### config.mk
export PLATFORM = sky130hd
export DESIGN_NAME = timed_move_queue_with_watchdog_flat
export DESIGN_NICKNAME = d
export VERILOG_FILES = /design/src/hw/rtl/tmq_pkg.sv /design/src/hw/rtl/tmq_req_if.sv /design/src/hw/rtl/tmq_rsp_if.sv /design/src/hw/rtl/tmq_ctrl.sv /design/src/hw/rtl/tmq_dp.sv /design/src/hw/rtl/timed_move_queue_with_watchdog.sv /design/src/flat_wrapper.sv
export SDC_FILE = /design/constraint.sdc
export NUM_CORES = 1
export LEC_CHECK = 0
export BUFFER_PORTS_ARGS = -buffer_cell sky130_fd_sc_hd__clkbuf_2
export CAP_MARGIN = 20
export CORE_MARGIN = 3
export CORE_UTILIZATION = 40
export CTS_CLUSTER_DIAMETER = 80
export DETAILED_ROUTE_END_ITERATION = 10
export PLACE_DENSITY = 0.57
export SYNTH_ARGS = -nofsm -noshare
export SYNTH_HDL_FRONTEND = slang
export SYNTH_HIERARCHICAL = 1
export SYNTH_SLANG_ARGS = --single-unit
### constraint.sdc
create_clock -name clk_i -period 7.45 [get_ports clk_i]
set_clock_uncertainty 0.15 [all_clocks]
set_input_delay 0.745 -clock clk_i [delete_from_list [all_inputs] [get_ports clk_i]]
set_output_delay 0.745 -clock clk_i [all_outputs]
set_load 0.05 [all_outputs]
### src/hw/rtl/tmq_pkg.sv
// shared constants and types for the timed move queue
package tmq_pkg;

  localparam int unsigned QUEUE_DEPTH = 8;
  localparam int unsigned PTR_W = (QUEUE_DEPTH > 1) ? $clog2(QUEUE_DEPTH) : 1;
  localparam int unsigned CNT_W = $clog2(QUEUE_DEPTH + 1);

  localparam int unsigned OP_W    = 2;
  localparam int unsigned ACT_W   = 4;
  localparam int unsigned TICK_W  = 16;
  localparam int unsigned QCNT_W  = 4;

  localparam logic [TICK_W-1:0] HB_LIMIT_RESET = 16'd1000;
  localparam logic [TICK_W-1:0] TICK_MAX       = '1;

  typedef enum logic [OP_W-1:0] {
    OP_PUSH      = 2'd0,
    OP_START     = 2'd1,
    OP_HEARTBEAT = 2'd2,
    OP_TICK      = 2'd3
  } op_e;

  typedef struct packed {
    logic capture;
    logic execute;
  } dp_cmd_t;

endpackage

### src/hw/rtl/tmq_req_if.sv
// input channel carrying move queue commands
interface tmq_req_if;
  import tmq_pkg::*;

  logic              valid;
  logic              ready;
  logic [OP_W-1:0]   op;
  logic [ACT_W-1:0]  move_action;
  logic [TICK_W-1:0] move_ticks;

  modport source (output valid, op, move_action, move_ticks, input ready);
  modport sink   (input valid, op, move_action, move_ticks, output ready);
endinterface

### src/hw/rtl/tmq_rsp_if.sv
// output channel carrying one result per command
interface tmq_rsp_if;
  import tmq_pkg::*;

  logic              valid;
  logic              ready;
  logic              push_taken;
  logic              motors_stopped;
  logic              move_started;
  logic [ACT_W-1:0]  started_action;
  logic              now_ready;
  logic              watchdog_fired;
  logic [QCNT_W-1:0] queued_count;

  modport source (output valid, push_taken, motors_stopped, move_started, started_action,
                  now_ready, watchdog_fired, queued_count, input ready);
  modport sink   (input valid, push_taken, motors_stopped, move_started, started_action,
                  now_ready, watchdog_fired, queued_count, output ready);
endinterface

### src/hw/rtl/tmq_ctrl.sv
// sequencing controller: capture, execute, hold result
module tmq_ctrl (
  input  logic             clk_i,
  input  logic             rst_ni,
  input  logic             req_valid_i,
  output logic             req_ready_o,
  output logic             rsp_valid_o,
  input  logic             rsp_ready_i,
  output tmq_pkg::dp_cmd_t cmd_o
);
  import tmq_pkg::*;

  typedef enum logic [1:0] {
    ST_IDLE,
    ST_EXEC,
    ST_OUT
  } state_e;

  state_e state_q;
  logic   in_ready_q;
  logic   out_valid_q;

  always_ff @(posedge clk_i or negedge rst_ni) begin
    if (!rst_ni) begin
      state_q     <= ST_IDLE;
      in_ready_q  <= 1'b1;
      out_valid_q <= 1'b0;
    end else begin
      case (state_q)
        ST_IDLE: begin
          if (req_valid_i && in_ready_q) begin
            state_q    <= ST_EXEC;
            in_ready_q <= 1'b0;
          end
        end
        ST_EXEC: begin
          state_q     <= ST_OUT;
          out_valid_q <= 1'b1;
        end
        ST_OUT: begin
          if (rsp_ready_i) begin
            state_q     <= ST_IDLE;
            out_valid_q <= 1'b0;
            in_ready_q  <= 1'b1;
          end
        end
        default: begin
          state_q     <= ST_IDLE;
          in_ready_q  <= 1'b1;
          out_valid_q <= 1'b0;
        end
      endcase
    end
  end

  assign req_ready_o   = in_ready_q;
  assign rsp_valid_o   = out_valid_q;
  assign cmd_o.capture = req_valid_i && in_ready_q;
  assign cmd_o.execute = (state_q == ST_EXEC);

  a_ready_valid_excl: assert property (@(posedge clk_i) disable iff (!rst_ni)
    !(in_ready_q && out_valid_q))
    else $error("input ready while result pending");

  a_capture_then_exec: assert property (@(posedge clk_i) disable iff (!rst_ni)
    cmd_o.capture |=> cmd_o.execute ##1 out_valid_q)
    else $error("captured transaction not executed");
endmodule

### src/hw/rtl/tmq_dp.sv
// datapath: move queue storage, countdown, watchdog and result register
module tmq_dp (
  input  logic                       clk_i,
  input  logic                       rst_ni,
  input  tmq_pkg::dp_cmd_t           cmd_i,
  input  logic [tmq_pkg::OP_W-1:0]   op_i,
  input  logic [tmq_pkg::ACT_W-1:0]  move_action_i,
  input  logic [tmq_pkg::TICK_W-1:0] move_ticks_i,
  input  logic                       hb_limit_we_i,
  input  logic [tmq_pkg::TICK_W-1:0] hb_limit_i,
  output logic                       push_taken_o,
  output logic                       motors_stopped_o,
  output logic                       move_started_o,
  output logic [tmq_pkg::ACT_W-1:0]  started_action_o,
  output logic                       now_ready_o,
  output logic                       watchdog_fired_o,
  output logic [tmq_pkg::QCNT_W-1:0] queued_count_o
);
  import tmq_pkg::*;

  op_e               op_q;
  logic [ACT_W-1:0]  act_q;
  logic [TICK_W-1:0] ticks_q;

  logic [ACT_W-1:0]  q_act_q [QUEUE_DEPTH];
  logic [TICK_W-1:0] q_dur_q [QUEUE_DEPTH];

  logic [PTR_W-1:0]  head_q, head_d;
  logic [CNT_W-1:0]  fill_q, fill_d;
  logic              running_q, running_d;
  logic [TICK_W-1:0] remain_q, remain_d;
  logic [TICK_W-1:0] since_q, since_d;
  logic [TICK_W-1:0] limit_q;

  logic              taken_q, stopped_q, started_q, ready_q, fired_q;
  logic [ACT_W-1:0]  s_act_q;
  logic              taken_d, stopped_d, started_d, ready_d, fired_d;
  logic [ACT_W-1:0]  s_act_d;

  logic [CNT_W:0]    tail_sum;
  logic [PTR_W-1:0]  tail_idx;
  logic [PTR_W-1:0]  head_next;
  logic [TICK_W-1:0] remain_dec;
  logic              wr_en;

  assign tail_sum  = (CNT_W+1)'(head_q) + (CNT_W+1)'(fill_q);
  assign tail_idx  = (tail_sum >= (CNT_W+1)'(QUEUE_DEPTH)) ?
                     PTR_W'(tail_sum - (CNT_W+1)'(QUEUE_DEPTH)) : PTR_W'(tail_sum);
  assign head_next = (head_q == PTR_W'(QUEUE_DEPTH - 1)) ? '0 : head_q + 1'b1;
  assign remain_dec = (remain_q != '0) ? remain_q - 1'b1 : '0;

  always_comb begin
    head_d    = head_q;
    fill_d    = fill_q;
    running_d = running_q;
    remain_d  = remain_q;
    since_d   = since_q;
    wr_en     = 1'b0;
    taken_d   = 1'b0;
    stopped_d = 1'b0;
    started_d = 1'b0;
    ready_d   = 1'b0;
    fired_d   = 1'b0;
    s_act_d   = '0;
    case (op_q)
      OP_PUSH: begin
        if (fill_q < CNT_W'(QUEUE_DEPTH)) begin
          wr_en   = 1'b1;
          fill_d  = fill_q + 1'b1;
          taken_d = 1'b1;
        end
      end
      OP_START: begin
        if (!running_q && fill_q != '0) begin
          started_d = 1'b1;
          s_act_d   = q_act_q[head_q];
          remain_d  = q_dur_q[head_q];
          running_d = 1'b1;
          head_d    = head_next;
          fill_d    = fill_q - 1'b1;
        end
      end
      OP_HEARTBEAT: begin
        since_d = '0;
      end
      OP_TICK: begin
        since_d = (since_q == TICK_MAX) ? since_q : since_q + 1'b1;
        if (running_q) begin
          remain_d = remain_dec;
          if (remain_dec == '0) begin
            running_d = 1'b0;
            stopped_d = 1'b1;
            if (fill_q != '0) begin
              started_d = 1'b1;
              s_act_d   = q_act_q[head_q];
              remain_d  = q_dur_q[head_q];
              running_d = 1'b1;
              head_d    = head_next;
              fill_d    = fill_q - 1'b1;
            end else begin
              ready_d = 1'b1;
            end
          end
        end
        if (running_d && since_d >= limit_q) begin
          running_d = 1'b0;
          fill_d    = '0;
          remain_d  = '0;
          stopped_d = 1'b1;
          fired_d   = 1'b1;
        end
      end
      default: begin
        since_d = since_q;
      end
    endcase
  end

  always_ff @(posedge clk_i) begin
    if (cmd_i.capture) begin
      op_q    <= op_e'(op_i);
      act_q   <= move_action_i;
      ticks_q <= move_ticks_i;
    end
    if (cmd_i.execute && wr_en) begin
      q_act_q[tail_idx] <= act_q;
      q_dur_q[tail_idx] <= ticks_q;
    end
    if (cmd_i.execute) begin
      taken_q   <= taken_d;
      stopped_q <= stopped_d;
      started_q <= started_d;
      ready_q   <= ready_d;
      fired_q   <= fired_d;
      s_act_q   <= s_act_d;
    end
  end

  always_ff @(posedge clk_i or negedge rst_ni) begin
    if (!rst_ni) begin
      head_q    <= '0;
      fill_q    <= '0;
      running_q <= 1'b0;
      remain_q  <= '0;
      since_q   <= '0;
      limit_q   <= HB_LIMIT_RESET;
    end else begin
      if (hb_limit_we_i) begin
        limit_q <= hb_limit_i;
      end
      if (cmd_i.execute) begin
        head_q    <= head_d;
        fill_q    <= fill_d;
        running_q <= running_d;
        remain_q  <= remain_d;
        since_q   <= since_d;
      end
    end
  end

  assign push_taken_o     = taken_q;
  assign motors_stopped_o = stopped_q;
  assign move_started_o   = started_q;
  assign started_action_o = s_act_q;
  assign now_ready_o      = ready_q;
  assign watchdog_fired_o = fired_q;
  assign queued_count_o   = QCNT_W'(fill_q);

  a_fill_bound: assert property (@(posedge clk_i) disable iff (!rst_ni)
    fill_q <= CNT_W'(QUEUE_DEPTH))
    else $error("queue fill beyond depth");

  a_fire_flushes: assert property (@(posedge clk_i) disable iff (!rst_ni)
    cmd_i.execute && fired_d |=> fill_q == '0 && !running_q && stopped_q)
    else $error("watchdog did not flush and stop");

  a_fill_only_on_exec: assert property (@(posedge clk_i) disable iff (!rst_ni)
    !cmd_i.execute |=> $stable(fill_q) && $stable(head_q))
    else $error("queue pointers moved outside execute");
endmodule

### src/hw/rtl/timed_move_queue_with_watchdog.sv
// top level of the timed move queue with heartbeat watchdog
// Eight-entry queue of motor moves (action code and duration in ticks) driven by
// push, start, heartbeat and tick commands, with one result per command transaction.
// Each transaction is captured, then the queue, countdown and watchdog are updated,
// and the result is presented until it is taken, in the controller's state order.
// heartbeat_limit is written through hb_limit_we_i / hb_limit_i, resets to 1000
// and should change only while idle.
module timed_move_queue_with_watchdog (
  input  logic                       clk_i,
  input  logic                       rst_ni,
  tmq_req_if.sink                    req_i,
  tmq_rsp_if.source                  rsp_o,
  input  logic                       hb_limit_we_i,
  input  logic [tmq_pkg::TICK_W-1:0] hb_limit_i
);
  import tmq_pkg::*;

  dp_cmd_t cmd;

  tmq_ctrl u_ctrl (
    .clk_i       (clk_i),
    .rst_ni      (rst_ni),
    .req_valid_i (req_i.valid),
    .req_ready_o (req_i.ready),
    .rsp_valid_o (rsp_o.valid),
    .rsp_ready_i (rsp_o.ready),
    .cmd_o       (cmd)
  );

  tmq_dp u_dp (
    .clk_i            (clk_i),
    .rst_ni           (rst_ni),
    .cmd_i            (cmd),
    .op_i             (req_i.op),
    .move_action_i    (req_i.move_action),
    .move_ticks_i     (req_i.move_ticks),
    .hb_limit_we_i    (hb_limit_we_i),
    .hb_limit_i       (hb_limit_i),
    .push_taken_o     (rsp_o.push_taken),
    .motors_stopped_o (rsp_o.motors_stopped),
    .move_started_o   (rsp_o.move_started),
    .started_action_o (rsp_o.started_action),
    .now_ready_o      (rsp_o.now_ready),
    .watchdog_fired_o (rsp_o.watchdog_fired),
    .queued_count_o   (rsp_o.queued_count)
  );
endmodule
### src/flat_wrapper.sv
// flat-port wrapper written by rule: the top's interface ports become plain ports
module timed_move_queue_with_watchdog_flat import tmq_pkg::*;
  (clk_i, rst_ni, hb_limit_we_i, hb_limit_i, req_i_valid, req_i_op, req_i_move_action, req_i_move_ticks, req_i_ready, rsp_o_valid, rsp_o_push_taken, rsp_o_motors_stopped, rsp_o_move_started, rsp_o_started_action, rsp_o_now_ready, rsp_o_watchdog_fired, rsp_o_queued_count, rsp_o_ready);
  tmq_req_if req_i_i ();
  tmq_rsp_if rsp_o_i ();
  input  logic clk_i;
  input  logic rst_ni;
  input  logic hb_limit_we_i;
  input  logic [tmq_pkg::TICK_W-1:0] hb_limit_i;
  input wire logic [$bits(req_i_i.valid)-1:0] req_i_valid;
  input wire logic [$bits(req_i_i.op)-1:0] req_i_op;
  input wire logic [$bits(req_i_i.move_action)-1:0] req_i_move_action;
  input wire logic [$bits(req_i_i.move_ticks)-1:0] req_i_move_ticks;
  output wire logic [$bits(req_i_i.ready)-1:0] req_i_ready;
  output wire logic [$bits(rsp_o_i.valid)-1:0] rsp_o_valid;
  output wire logic [$bits(rsp_o_i.push_taken)-1:0] rsp_o_push_taken;
  output wire logic [$bits(rsp_o_i.motors_stopped)-1:0] rsp_o_motors_stopped;
  output wire logic [$bits(rsp_o_i.move_started)-1:0] rsp_o_move_started;
  output wire logic [$bits(rsp_o_i.started_action)-1:0] rsp_o_started_action;
  output wire logic [$bits(rsp_o_i.now_ready)-1:0] rsp_o_now_ready;
  output wire logic [$bits(rsp_o_i.watchdog_fired)-1:0] rsp_o_watchdog_fired;
  output wire logic [$bits(rsp_o_i.queued_count)-1:0] rsp_o_queued_count;
  input wire logic [$bits(rsp_o_i.ready)-1:0] rsp_o_ready;
  assign req_i_i.valid = req_i_valid;
  assign req_i_i.op = req_i_op;
  assign req_i_i.move_action = req_i_move_action;
  assign req_i_i.move_ticks = req_i_move_ticks;
  assign req_i_ready = req_i_i.ready;
  assign rsp_o_valid = rsp_o_i.valid;
  assign rsp_o_push_taken = rsp_o_i.push_taken;
  assign rsp_o_motors_stopped = rsp_o_i.motors_stopped;
  assign rsp_o_move_started = rsp_o_i.move_started;
  assign rsp_o_started_action = rsp_o_i.started_action;
  assign rsp_o_now_ready = rsp_o_i.now_ready;
  assign rsp_o_watchdog_fired = rsp_o_i.watchdog_fired;
  assign rsp_o_queued_count = rsp_o_i.queued_count;
  assign rsp_o_i.ready = rsp_o_ready;
  timed_move_queue_with_watchdog u_core (.clk_i(clk_i), .rst_ni(rst_ni), .req_i(req_i_i), .rsp_o(rsp_o_i), .hb_limit_we_i(hb_limit_we_i), .hb_limit_i(hb_limit_i));
endmodule
==> key figures, run 1 <==
Detailed routing
  – Vias per cell: 5.369
  – Total wire length: 23160 µm
  – DR WL/cell: 19.09 µm
  – M1 wire length: 10860 µm
  – Via count: 6513
  – Iteration-0 DRC Markers: 429
  – Met3 wire length: 912 µm
  – Top sig layer: met4
  – Met2 Routed Length: 10890 µm
  – DRC viols: 0
  – ANT nets after route: 0
  – First-pass DRT Iterations: 5

Flow run
  – Maxcap violations: 0

STA
  – Max-slew violations: 0
  – Max-slew headroom: 40.83%
  – Final WS setup: 2.347 ns
  – Final setup vio count: 0
  – Fin. Hold Viols: 0
  – Max frequency: 196.0 MHz
  – Setup TNS: 0 ns
  – Worst Tran Pin Value: 0.8851 ns
  – Tmin final: 5.103 ns
  – Final worst-path cycle share: 68.50%
  – RSZ-0062 raised after global routing: no

Clock network
  – Cts hold-fix bufs: 0
  – Clock Latency Late Sink: 0.54 ns
  – Setup Fix Bufs, Post-CTS: 0
  – Clock Sinks: 251
  – Root buffer cell: clkbuf_16
  – Num CTS Buffers: 27
  – Post-CTS sizing: 0
  – H-tree Lvls: 1
  – Clock slew at reported path FFs: 0.06 ns
  – Buffer depth of the longest clock path: 3
  – CTS tree: done

Critical path
  – Crit path DAT: 5.37 ns
  – Kind of critical path: reg -> reg
  – WP data required: 7.72 ns
  – Max FO, Critical Path: 17
  – Worst setup SP type: flop
  – Setup crit end kind: flop

Global routing
  – First-pass GRT wire length: 36580 µm
  – Tot GR Track Use: 15.30%
  – Grt ovf: 0
  – Antenna violations before repair: 0
  – Vias in the first global route: 6447
  – Largest net degree at the start of global routing: 61

Die
  – Die Wd: 173.4 µm
  – Chip height: 173.4 µm
  – Effective utilization at floorplan: 41.12%
  – CORE AREA: 27250 µm²
  – IO Pins: 58
  – FP Rows: 60
  – Die area: 30060 µm²

Yosys
  – Register area share after synthesis: 64.66%
  – Mapped Cells: 762
  – Top_reg_cell synth: edfxtp_1
  – Ys async rst share: 23.90%
  – Synth warn: 6
  – Post-Syn Area per Cell: 14.71 µm²
  – Post-synth EDFFs: 191
  – FF+latch count, synth: 251
  – Post-Syn Area: 11210 µm²
  – Count of cell types in the netlist: 77
  – Net Count, Synth: 831

Min path
  – Min-Delay Path Class: in -> async

Cells and area
  – Layout area overhead: 14.12%
  – Filler cell count: 2349
  – Layout cell share with drive strength beyond 1: 23.42%
  – Layout Nets: 890
  – N_diodes: 0

Pwr
  – Pwr/cell area: 222.8 nW/µm²
  – Leakage: 4.655 nW
  – Maximum vdd drop: 0.1815 mV

Placed design
  – DPL Wire Length: 14250 µm
  – Buffers on Ports: 57
  – Placer Congestion: 0.8265
  – Worst slack, placed: 2.381 ns

Status
  – Status: finished, final reports clean
==> registers in the layout (all words and copies together) (netlist names), 2 cells and up <==
register / count
u_core/u_dp/started_action_o: 4
u_core/u_dp/limit_q: 16
u_core/u_dp/since_q: 16
u_core/u_dp/remain_q: 16
u_core/u_dp/ticks_q: 16
u_core/u_dp/head_q: 3
u_core/u_dp/q_act_q: 32
u_core/u_dp/op_q: 2
u_core/u_dp/queued_count_o: 4
u_core/u_dp/act_q: 4
u_core/u_dp/q_dur_q: 128
u_core/u_ctrl/state_q: 2
==> report_power, final <==
group          internal (W)  switching (W)   total, W  leakage, nW
combinational     0.0000157      0.0000241  0.0000398         1.74
sequential          0.00150     0.00000221    0.00150         2.49
clock              0.000769       0.000536    0.00131        0.423
==> worst max-delay path, stage by stage, from the launching register on <==
cell and delay [ns]:
dfrtp_1 0.47, and4_1 0.30, nand3_1 0.21, nor4_2 0.61, nor2_1 0.24, nand2_1 0.21, nor2_1 0.09, xor2_1 0.14
ha_1 0.30, nand4_1 0.12, a211oi_1 0.19, a221oi_1 0.14, o22ai_1 0.38, a21boi_0 0.41, nand2_2 0.33, and3_4 0.30
a221o_2 0.37
==> cell usage after synthesis, drive strengths merged (4+ instances only) <==
master	count	area, µm²
a21o	8	61.31
a21oi	14	73.82
a221o	11	112.6
a22o	15	131.4
a31oi	5	31.28
and2	4	27.53
and3	6	43.79
buf	10	58.81
clkbuf	27	101.4
dfrtp	53	1326
dfstp	7	183.9
edfxtp	191	5736
ha	25	312.8
inv	30	112.6
mux2	11	123.9
mux2i	19	190.2
mux4	40	900.9
nand2	51	193.9
nand2b	5	31.28
nand3	18	90.09
nand4	13	87.58
nor2	58	225.2
nor3	21	116.4
o21a	4	30.03
o21ai	29	145.1
o22ai	13	81.33
xnor2	18	157.7
xor2	8	70.07
==> area by class of cell <==
type	count	area [µm²]	share of cell area (%)
clock buffers	32	694.4	5.430
clock inverters	17	168.9	1.321
inverters	30	112.6	0.8805
multi-input cells	444	3737	29.22
flip-flops and latches	251	7249	56.69
well taps	372	465.4	3.640
repair buffers	67	360.3	2.818
==> logic make-up (layout without fill, tap and decap cells) <==
family,Yosys count,in the layout,synth area share [%]
flops,251,251,64.66
mux,70,70,10.84
xor+xnor,26,26,2.032
buf+inv,67,146,2.434
simple gates,198,198,9.033
compound gates,124,124,8.029
fa+ha+maj,26,26,2.970
==> worst paths after layout <==
check | cells past startpoint | start | to | slack [ns]
max | 16 | u_core/u_dp/since_q[3] | u_core/u_dp/remain_q[4] | 2.35
min | 2 | rst_ni | u_core/u_dp/limit_q[1] | 0.23
max reg2reg | 16 | u_core/u_dp/since_q[3] | u_core/u_dp/remain_q[4] | 2.35
min reg2reg | 1 | u_core/u_ctrl/rsp_valid_o | u_core/u_ctrl/rsp_valid_o | 0.33
max in group asynchronous | 2 | rst_ni | u_core/u_dp/head_q[2] | 6.34
min in group clk_i | 1 | req_i_move_ticks[4] | u_core/u_dp/ticks_q[4] | 0.23
==> cells in the final DEF, fill, tap and decap left out, drive strengths merged, types with 21 or more instances in the layout <==
cell type / count
clkbuf: 89
dfrtp: 53
edfxtp: 191
ha: 25
inv: 31
mux4: 40
nand2: 51
nor2: 58
nor3: 21
o21ai: 29
==> layer usage <==
layer	vias up	track usage, %
li1	3063	-
met4	0	3.615
met2	131	25.07
met3	27	2.168
met1	3292	21.77
met5	-	0
==> per-stage QoR <==
stage          util (%)  cells  power [W]  cell area [µm²]  hold WS, ns
2_1_floorplan         -    762   0.001549            11210       0.2994
3_5_place_dp      43.76   1164   0.001573            11930       0.3204
6_report          46.93   1213   0.002849            12790       0.2259
4_1_cts           46.93   1213   0.002888            12790       0.2016
3_3_place_gp      43.76   1164   0.001572            11930       0.3124
5_1_grt           46.93   1213   0.002950            12790       0.2036
Note: power is estimated with default switching activity, not from simulation.
==> run 2, diff against run 1 <==
ABC_AREA = 1   (was not set)
clock period = 4.85 ns   (was 7.45 ns; I/O delays follow)
==> run 2 against run 1 <==
First-iteration DRC count increased by 13%. Via count increased by 26%. Design area increased by 5.6%. Wire length increased by 14%. Critical path depth increased by 10. Highest routed layer unchanged.
==> key figures, run 2 <==
Critical path
  – Setup crit end kind: flop
  – Max FO, Critical Path: 10 (-7)
  – CP max stage cell: dfrtp_1
  – Worst r2r path cells: 26 (+10)
  – Worst setup SP type: flop
  – Crit path DAT: 3.93 ns (-1.44 ns)
  – CP dominant cell by count: nand2_1
  – Crit path largest cell delay: 0.41 ns (-0.20 ns)
  – WP data required: 5.16 ns (-2.56 ns)
  – Reg2reg setup slack: 1.23 ns (-1.12 ns)
  – Kind of critical path: reg -> reg
  – Reg-to-Reg End: u_core/u_dp/remain_q[5]
  – Critical R2R Launch: u_core/u_dp/since_q[0]

Die
  – Die Wd: 176.2 µm (+1.6%)
  – Chip height: 176.2 µm (+1.6%)
  – Die area: 31050 µm² (+3.3%)
  – FP Rows: 61 (+1.7%)
  – CORE AREA: 28160 µm² (+3.3%)
  – Effective utilization at floorplan: 41.14% (about the same)
  – IO Pins: 58 (unchanged)

Yosys
  – Top_reg_cell synth: edfxtp_1
  – Area contributors post-synth: edfxtp_1, dfrtp_1, nand2_1, o21ai_0, nor2_1
  – Post-synth top area share: 49.50% (-1.7 points)
  – Count of cell types in the netlist: 44 (-43%)
  – Area leader, netlist: edfxtp_1
  – Post-Syn Area per Cell: 9.989 µm² (-32%)
  – Ys async rst share: 23.90% (unchanged)
  – Post-synth EDFFs: 191 (unchanged)
  – Commonest cells post-synth: nand2_1, edfxtp_1, nor2_1, o21ai_0, inv_1
  – Mapped Cells: 1160 (+52%)
  – Most common cell in the synthesized netlist: nand2_1
  – Net Count, Synth: 1229 (+48%)
  – FF+latch count, synth: 251 (unchanged)
  – Register area share after synthesis: 62.53% (-2.1 points)
  – Post-Syn Area: 11590 µm² (+3.4%)
  – Synth warn: 6 (unchanged)

STA
  – Final WS setup: 1.231 ns (-1.116 ns)
  – Max frequency: 276.3 MHz (+41%)
  – Max-slew violations: 0 (unchanged)
  – RSZ-0062 raised after global routing: no
  – Worst Tran Pin Value: 0.9732 ns (+0.08810 ns)
  – Setup TNS: 0 ns (unchanged)
  – Final worst-path cycle share: 74.62% (+6.1 points)
  – Fin. Hold Viols: 0 (unchanged)
  – Final setup vio count: 0 (unchanged)
  – Tmin final: 3.619 ns (-1.484 ns)
  – Max-slew headroom: 35.05% (-5.8 points)

Min path
  – WHS Endpoint: u_core/u_dp/limit_q[4]
  – Hold path depth: 3
  – Hold Path Origin: hb_limit_i[4]
  – Min-Delay Path Class: in -> reg

Detailed routing
  – DR WL/cell: 15.97 µm (-16%)
  – ANT nets after route: 0 (unchanged)
  – Total wire length: 26390 µm (+14%)
  – Vias per cell: 4.978 (-7.3%)
  – First-pass DRT Iterations: 5 (unchanged)
  – Iteration-0 DRC Markers: 484 (+13%)
  – DRC viols: 0 (unchanged)
  – Via count: 8224 (+26%)

Cells and area
  – Filler cell count: 2577 (+9.7%)
  – Top reg by flops: u_core/u_dp/q_dur_q
  – Sequential standard cell area: 7247 µm² (about the same)
  – Most common cell after layout, fill and taps aside: nand2_1
  – Layout cell share with drive strength beyond 1: 11.62% (-12 points)
  – Layout area overhead: 16.58%
  – Regs by FF count: u_core/u_dp/q_dur_q x128, u_core/u_dp/q_act_q x32
  – Footprint of the multi-input gates: 3807 µm² (+1.9%)
  – Max reg flops: 128 (unchanged)
  – Post-Layout Cell Count: 1652 (+36%)
  – Layout Nets: 1323 (+49%)
  – Most frequent cells in the layout: nand2_1, edfxtp_1, nor2_1, o21ai_0, inv_1
  – Fin area: 13510 µm² (+5.6%)
  – N_diodes: 0 (unchanged)

Clock network
  – H-tree Lvls: 1 (unchanged)
  – Root buffer cell: clkbuf_16
  – Buffer depth of the longest clock path: 3 (unchanged)
  – Setup Fix Bufs, Post-CTS: 0 (unchanged)
  – CTS tree: done
  – Clock slew at reported path FFs: 0.06 ns (about the same)
  – Clock Latency Late Sink: 0.55 ns (about the same)
  – Clock Sinks: 251 (unchanged)
  – Num CTS Buffers: 27 (unchanged)

Global routing
  – Largest net degree at the start of global routing: 82 (+34%)
  – Antenna violations before repair: 0 (unchanged)
  – Tot GR Track Use: 16.98% (+1.7 points)
  – Grt ovf: 0 (unchanged)
  – Vias in the first global route: 8038 (+25%)
  – First-pass GRT wire length: 42280 µm (+16%)

Placed design
  – DPL Wire Length: 16210 µm (+14%)
  – DP Area: 12300 µm² (+3.1%)
  – Buffers on Ports: 57 (unchanged)
  – Placer Congestion: 0.8229 (-0.44%)
  – Worst slack, placed: 1.269 ns (-1.112 ns)
  – Placed insts: 1566 (+35%)

Flow run
  – Maxcap violations: 0 (unchanged)

Pwr
  – Maximum vdd drop: 0.3222 mV (+78%)
  – Internal: 0.004482 W (+96%)
  – Sequential share of power: 39.6% (-13 points)
  – Power share of the clock group: 26.8% (-19 points)
  – Comb power frac: 33.6% (+32 points)
  – Total power: 0.007211 W (+150%)
  – Pwr/cell area: 533.8 nW/µm² (+140%)
  – Switching Fraction: 37.84% (+18 points)
  – Psw: 0.002728 W (+380%)
  – Leakage: 5.484 nW (+18%)

Status
  – Status: finished, final reports clean
## run 2: cell types whose count changed in the layout (fill, tap and decap cells not counted), moves of 16 or more
| cell | before | now |
|---|---|---|
| o22ai_1 | 13 | 40 |
| inv_1 | 30 | 97 |
| nand2_1 | 50 | 269 |
| mux2i_1 | 19 | 0 |
| o21ai_0 | 29 | 124 |
| dlygate4sd3_1 | 0 | 36 |
| mux4_2 | 40 | 0 |
| xnor2_1 | 18 | 2 |
| nor2_1 | 53 | 138 |
| nand3_1 | 18 | 49 |
## run 2: cells by family (layout without fill, tap and decap cells)
kind of cell | after synthesis | in the layout | synth area share, %
compound gates | 211 | 211 | 10.09
xor+xnor | 15 | 15 | 1.134
fa+ha+maj | 26 | 26 | 2.872
buf+inv | 145 | 259 | 4.956
flops | 251 | 251 | 62.53
mux | 1 | 1 | 0.09717
simple gates | 511 | 511 | 18.32
## run 2: layer usage
metal / share of wire [%] / up-vias / GRT usage [%]
met1: 46 / 3884 / 22.78
met5: 0 / - / 0
met3: 4.4 / 38 / 2.344
li1: - / 4144 / -
met4: 2.0 / 0 / 4.487
met2: 48 / 158 / 29.09
## run 2: power groups by stage
stage	clock, W	combinational, W	sequential (W)
floorplan	0	0.00164	0.00293
global placement	0	0.00237	0.00290
detailed placement	0	0.00239	0.00290
CTS	0.00199	0.00242	0.00286
global route	0.00208	0.00274	0.00289
finish	0.00194	0.00242	0.00285
## run 2: repair_timing
item | in CTS | in global routing
hold endpoints to repair | 52 | 0
resized for setup | 0 | 0
hold buffers | 36 | 0
## run 2: layout make-up
class	count	share of cell area, %
Sequential cell	251	53.65
Multi-Input combinational cell	764	28.19
Timing Repair Buffer	108	5.706
Clock buffer	34	5.196
Tap cell	378	3.501
Inverter	102	2.834
Clock inverter	15	0.9263
## run 2: worst max path at each step
stage | cells after the start | to | startpoint
finish | 26 | u_core/u_dp/remain_q[5] | u_core/u_dp/since_q[0]
global route | 26 | u_core/u_dp/remain_q[8] | u_core/u_dp/since_q[0]
CTS | 26 | u_core/u_dp/remain_q[5] | u_core/u_dp/since_q[0]
detailed placement | 26 | u_core/u_dp/remain_q[7] | u_core/u_dp/since_q[0]
global placement | 26 | u_core/u_dp/remain_q[9] | u_core/u_dp/since_q[0]
floorplan | 24 | u_core/u_dp/queued_count_o[1] | u_core/u_dp/since_q[0]
## run 2: worst max-delay path, delay by kind of cell, from the launching register on
family	cells	cell delay, ns
DFF	1	0.41
adders and majority gates	2	0.50
and+or+nand+nor	18	1.83
xor gates and xnor gates	1	0.19
buffers and inverters	3	0.23
AOI/OAI and AO/OA	2	0.22
## run 2: through the flow
| step | hold slack (ns) | utilization [%] |
|---|---|---|
| finish | 0.01717 | 47.96 |
| CTS | 0.0003105 | 47.89 |
| detailed placement | 0.3068 | 43.68 |
| floorplan | 0.03941 | - |
| global route | 0.02615 | 47.96 |
| global placement | 0.3044 | 43.68 |
==> run 3, diff against run 2 <==
ABC_AREA = 0   (was 1)
PLACE_DENSITY = 0.59   (was 0.57)
clock period = 3.1 ns   (was 4.85 ns; I/O delays follow)
==> run 3 against run 2 <==
Design area is 5.4% higher. Highest routed layer unchanged. Combinational power is 94% lower. Sequential share of layout area is 2.7 points lower. Clock power is 66% higher. The run now ends with negative setup slack left. Largest cell class unchanged. Register-to-register slack worse by 1.7 ns. Cell count is 19% lower. Wire length is 6.1% lower. Non-clock buffer count is 91 higher. Worst setup slack worse by 1.7 ns.
==> key figures, run 3 (same netlist as run 1, synthesis figures left out) <==
Detailed routing
  – ANT nets after route: 0 (unchanged)
  – Vias per cell: 5.221 (+4.9%)
  – DR WL/cell: 18.44 µm (+15%)
  – DRC viols: 0 (unchanged)
  – Via count: 7017 (-15%)
  – Iteration-0 DRC Markers: 481 (-0.62%)
  – Total wire length: 24780 µm (-6.1%)
  – First-pass DRT Iterations: 5 (unchanged)

Critical path
  – Crit path DAT: 3.88 ns (-0.05 ns)
  – Setup crit end kind: flop
  – Kind of critical path: reg -> reg
  – Max FO, Critical Path: 5 (-5)
  – WP data required: 3.40 ns (-1.76 ns)
  – Worst setup SP type: flop

Placed design
  – Placer Congestion: 0.8958 (+8.9%)
  – DPL Wire Length: 15610 µm (-3.7%)
  – Placed insts: 1248 (-20%)
  – Buffers on Ports: 57 (unchanged)

Clock network
  – Clock Sinks: 251 (unchanged)
  – CTS tree: done
  – Num CTS Buffers: 27 (unchanged)
  – H-tree Lvls: 1 (unchanged)
  – Clock slew at reported path FFs: 0.06 ns (about the same)
  – Root buffer cell: clkbuf_16
  – Clock Latency Late Sink: 0.53 ns (-0.02 ns)
  – Buffer depth of the longest clock path: 3 (unchanged)

STA
  – Final setup vio count: 22 (+22)
  – RSZ-0062 raised after global routing: yes
  – Max-slew headroom: 46.23% (+11 points)
  – Hold WS: 0.1571 ns (+0.1399 ns)
  – Max-slew violations: 0 (unchanged)
  – Final worst-path cycle share: 115.4% (+41 points)
  – Max frequency: 279.5 MHz (+1.1%)
  – Worst Tran Pin Value: 0.8066 ns (-0.1666 ns)
  – Tmin final: 3.578 ns (-0.04083 ns)
  – Final WS setup: -0.4782 ns (-1.709 ns)
  – Fin. Hold Viols: 0 (unchanged)
  – Setup TNS: -8.588 ns (-8.588 ns)

Cells and area
  – N_diodes: 0 (unchanged)
  – Layout cell share with drive strength beyond 1: 33.54% (+22 points)
  – Top reg by flops: u_core/u_dp/q_dur_q
  – Regs by FF count: u_core/u_dp/q_dur_q x128, u_core/u_dp/q_act_q x32
  – Layout Nets: 1022 (-23%)
  – Layout area overhead: 27.07%
  – Most common cell after layout, fill and taps aside: edfxtp_1
  – Filler cell count: 2270 (-12%)
  – Max reg flops: 128 (unchanged)
  – Sequential standard cell area: 7249 µm² (about the same)
  – Most frequent cells in the layout: edfxtp_1, buf_4, clkbuf_2, dfrtp_1, nor2_1
  – Post-Layout Cell Count: 1344 (-19%)
  – Footprint of the multi-input gates: 3974 µm² (+4.4%)

Global routing
  – Largest net degree at the start of global routing: 61 (-26%)
  – Tot GR Track Use: 16.52% (-0.45 points)
  – Antenna violations before repair: 0 (unchanged)
  – First-pass GRT wire length: 39940 µm (-5.5%)
  – Grt ovf: 0 (unchanged)
  – Vias in the first global route: 7228 (-10%)

Min path
  – Min-Delay Path Class: in -> reg

Die
  – Effective utilization at floorplan: 41.12% (about the same)
  – Die Wd: 173.4 µm (-1.6%)
  – IO Pins: 58 (unchanged)
  – Die area: 30060 µm² (-3.2%)
  – FP Rows: 60 (-1.6%)
  – CORE AREA: 27250 µm² (-3.2%)
  – Chip height: 173.4 µm (-1.6%)

Pwr
  – Leakage: 5.362 nW (-2.2%)
  – Maximum vdd drop: 0.3753 mV (+16%)
  – Pwr/cell area: 490.2 nW/µm² (-8.2%)

Flow run
  – Maxcap violations: 0 (unchanged)

Status
  – Failing checks: negative setup slack
  – Status: finished, violations left
-- run 3: critical path: stages (launching register included) --
cell       delay [ns]
dfrtp_1          0.39
ha_4             0.16
nand2_4          0.05
nor4_4           0.31
buf_4            0.17
nor2_4           0.05
xor2_1           0.16
ha_1             0.32
a2111oi_2        0.29
o21ai_1          0.18
a221oi_4         0.34
o22ai_4          0.13
buf_4            0.15
o31a_1           0.24
or3_1            0.34
nand3_1          0.08
-- run 3: power by group --
| part | switching [W] | total [W] | internal, W |
|---|---|---|---|
| Combinational | 0.0000666 | 0.000142 | 0.0000759 |
| Sequential | 0.00000532 | 0.00361 | 0.00361 |
| Clock | 0.00129 | 0.00322 | 0.00194 |
| Total | 0.00136 | 0.00698 | 0.00562 |
-- run 3: final cells by class --
type	instances	area share [%]
tap	372	3.269
multi-input combinational	444	27.91
timing repair buffer	199	10.85
sequential	251	50.91
inverter	30	0.7909
clock buffer	32	4.877
clock inverter	16	1.388
-- run 3: repair_timing --
item | CTS | global route
endpoints found under the hold margin | 94 | 0
resized for setup | 5 | 26
hold buffers | 41 | 0
pin swaps | 2 | 8
setup buffers | 3 | 5
setup endpoints to repair | 22 | 26
-- run 3: per-layer routing --
layer | wire length, µm | part of all wire [%] | vias to the layer above | GRT usage [%]
li1 | - | - | 3319 | -
met1 | 11410 | 46 | 3526 | 23.20
met2 | 11880 | 48 | 137 | 27.09
met3 | 969 | 3.9 | 35 | 2.584
met4 | 524 | 2.1 | 0 | 4.257
met5 | 0 | 0 | - | 0
-- run 3: final timing paths --
kind | from | slack, ns | cells past startpoint | to
max | u_core/u_dp/since_q[1] | -0.48 | 15 | u_core/u_dp/queued_count_o[3]
min | hb_limit_we_i | 0.16 | 3 | u_core/u_dp/limit_q[3]
max reg2reg | u_core/u_dp/since_q[1] | -0.48 | 15 | u_core/u_dp/queued_count_o[3]
min reg2reg | u_core/u_ctrl/rsp_valid_o | 0.34 | 1 | u_core/u_ctrl/rsp_valid_o
max in group asynchronous | rst_ni | 1.86 | 3 | u_core/u_dp/head_q[0]
min in group asynchronous | rst_ni | 0.35 | 3 | u_core/u_dp/limit_q[10]
-- run 3: metrics by stage --
| stage | setup slack, ns | utilization [%] | total power [W] | instance area, µm² |
|---|---|---|---|---|
| 3_5_place_dp | -0.5902 | 46.71 | 0.003783 | 12730 |
| 5_1_grt | -0.6872 | 52.25 | 0.007219 | 14240 |
| 4_1_cts | -0.4573 | 51.68 | 0.007055 | 14080 |
| 2_1_floorplan | -0.4223 | - | 0.003723 | 11320 |
| 3_3_place_gp | -0.4752 | 46.71 | 0.003780 | 12730 |
| 6_report | -0.4782 | 52.25 | 0.006979 | 14240 |
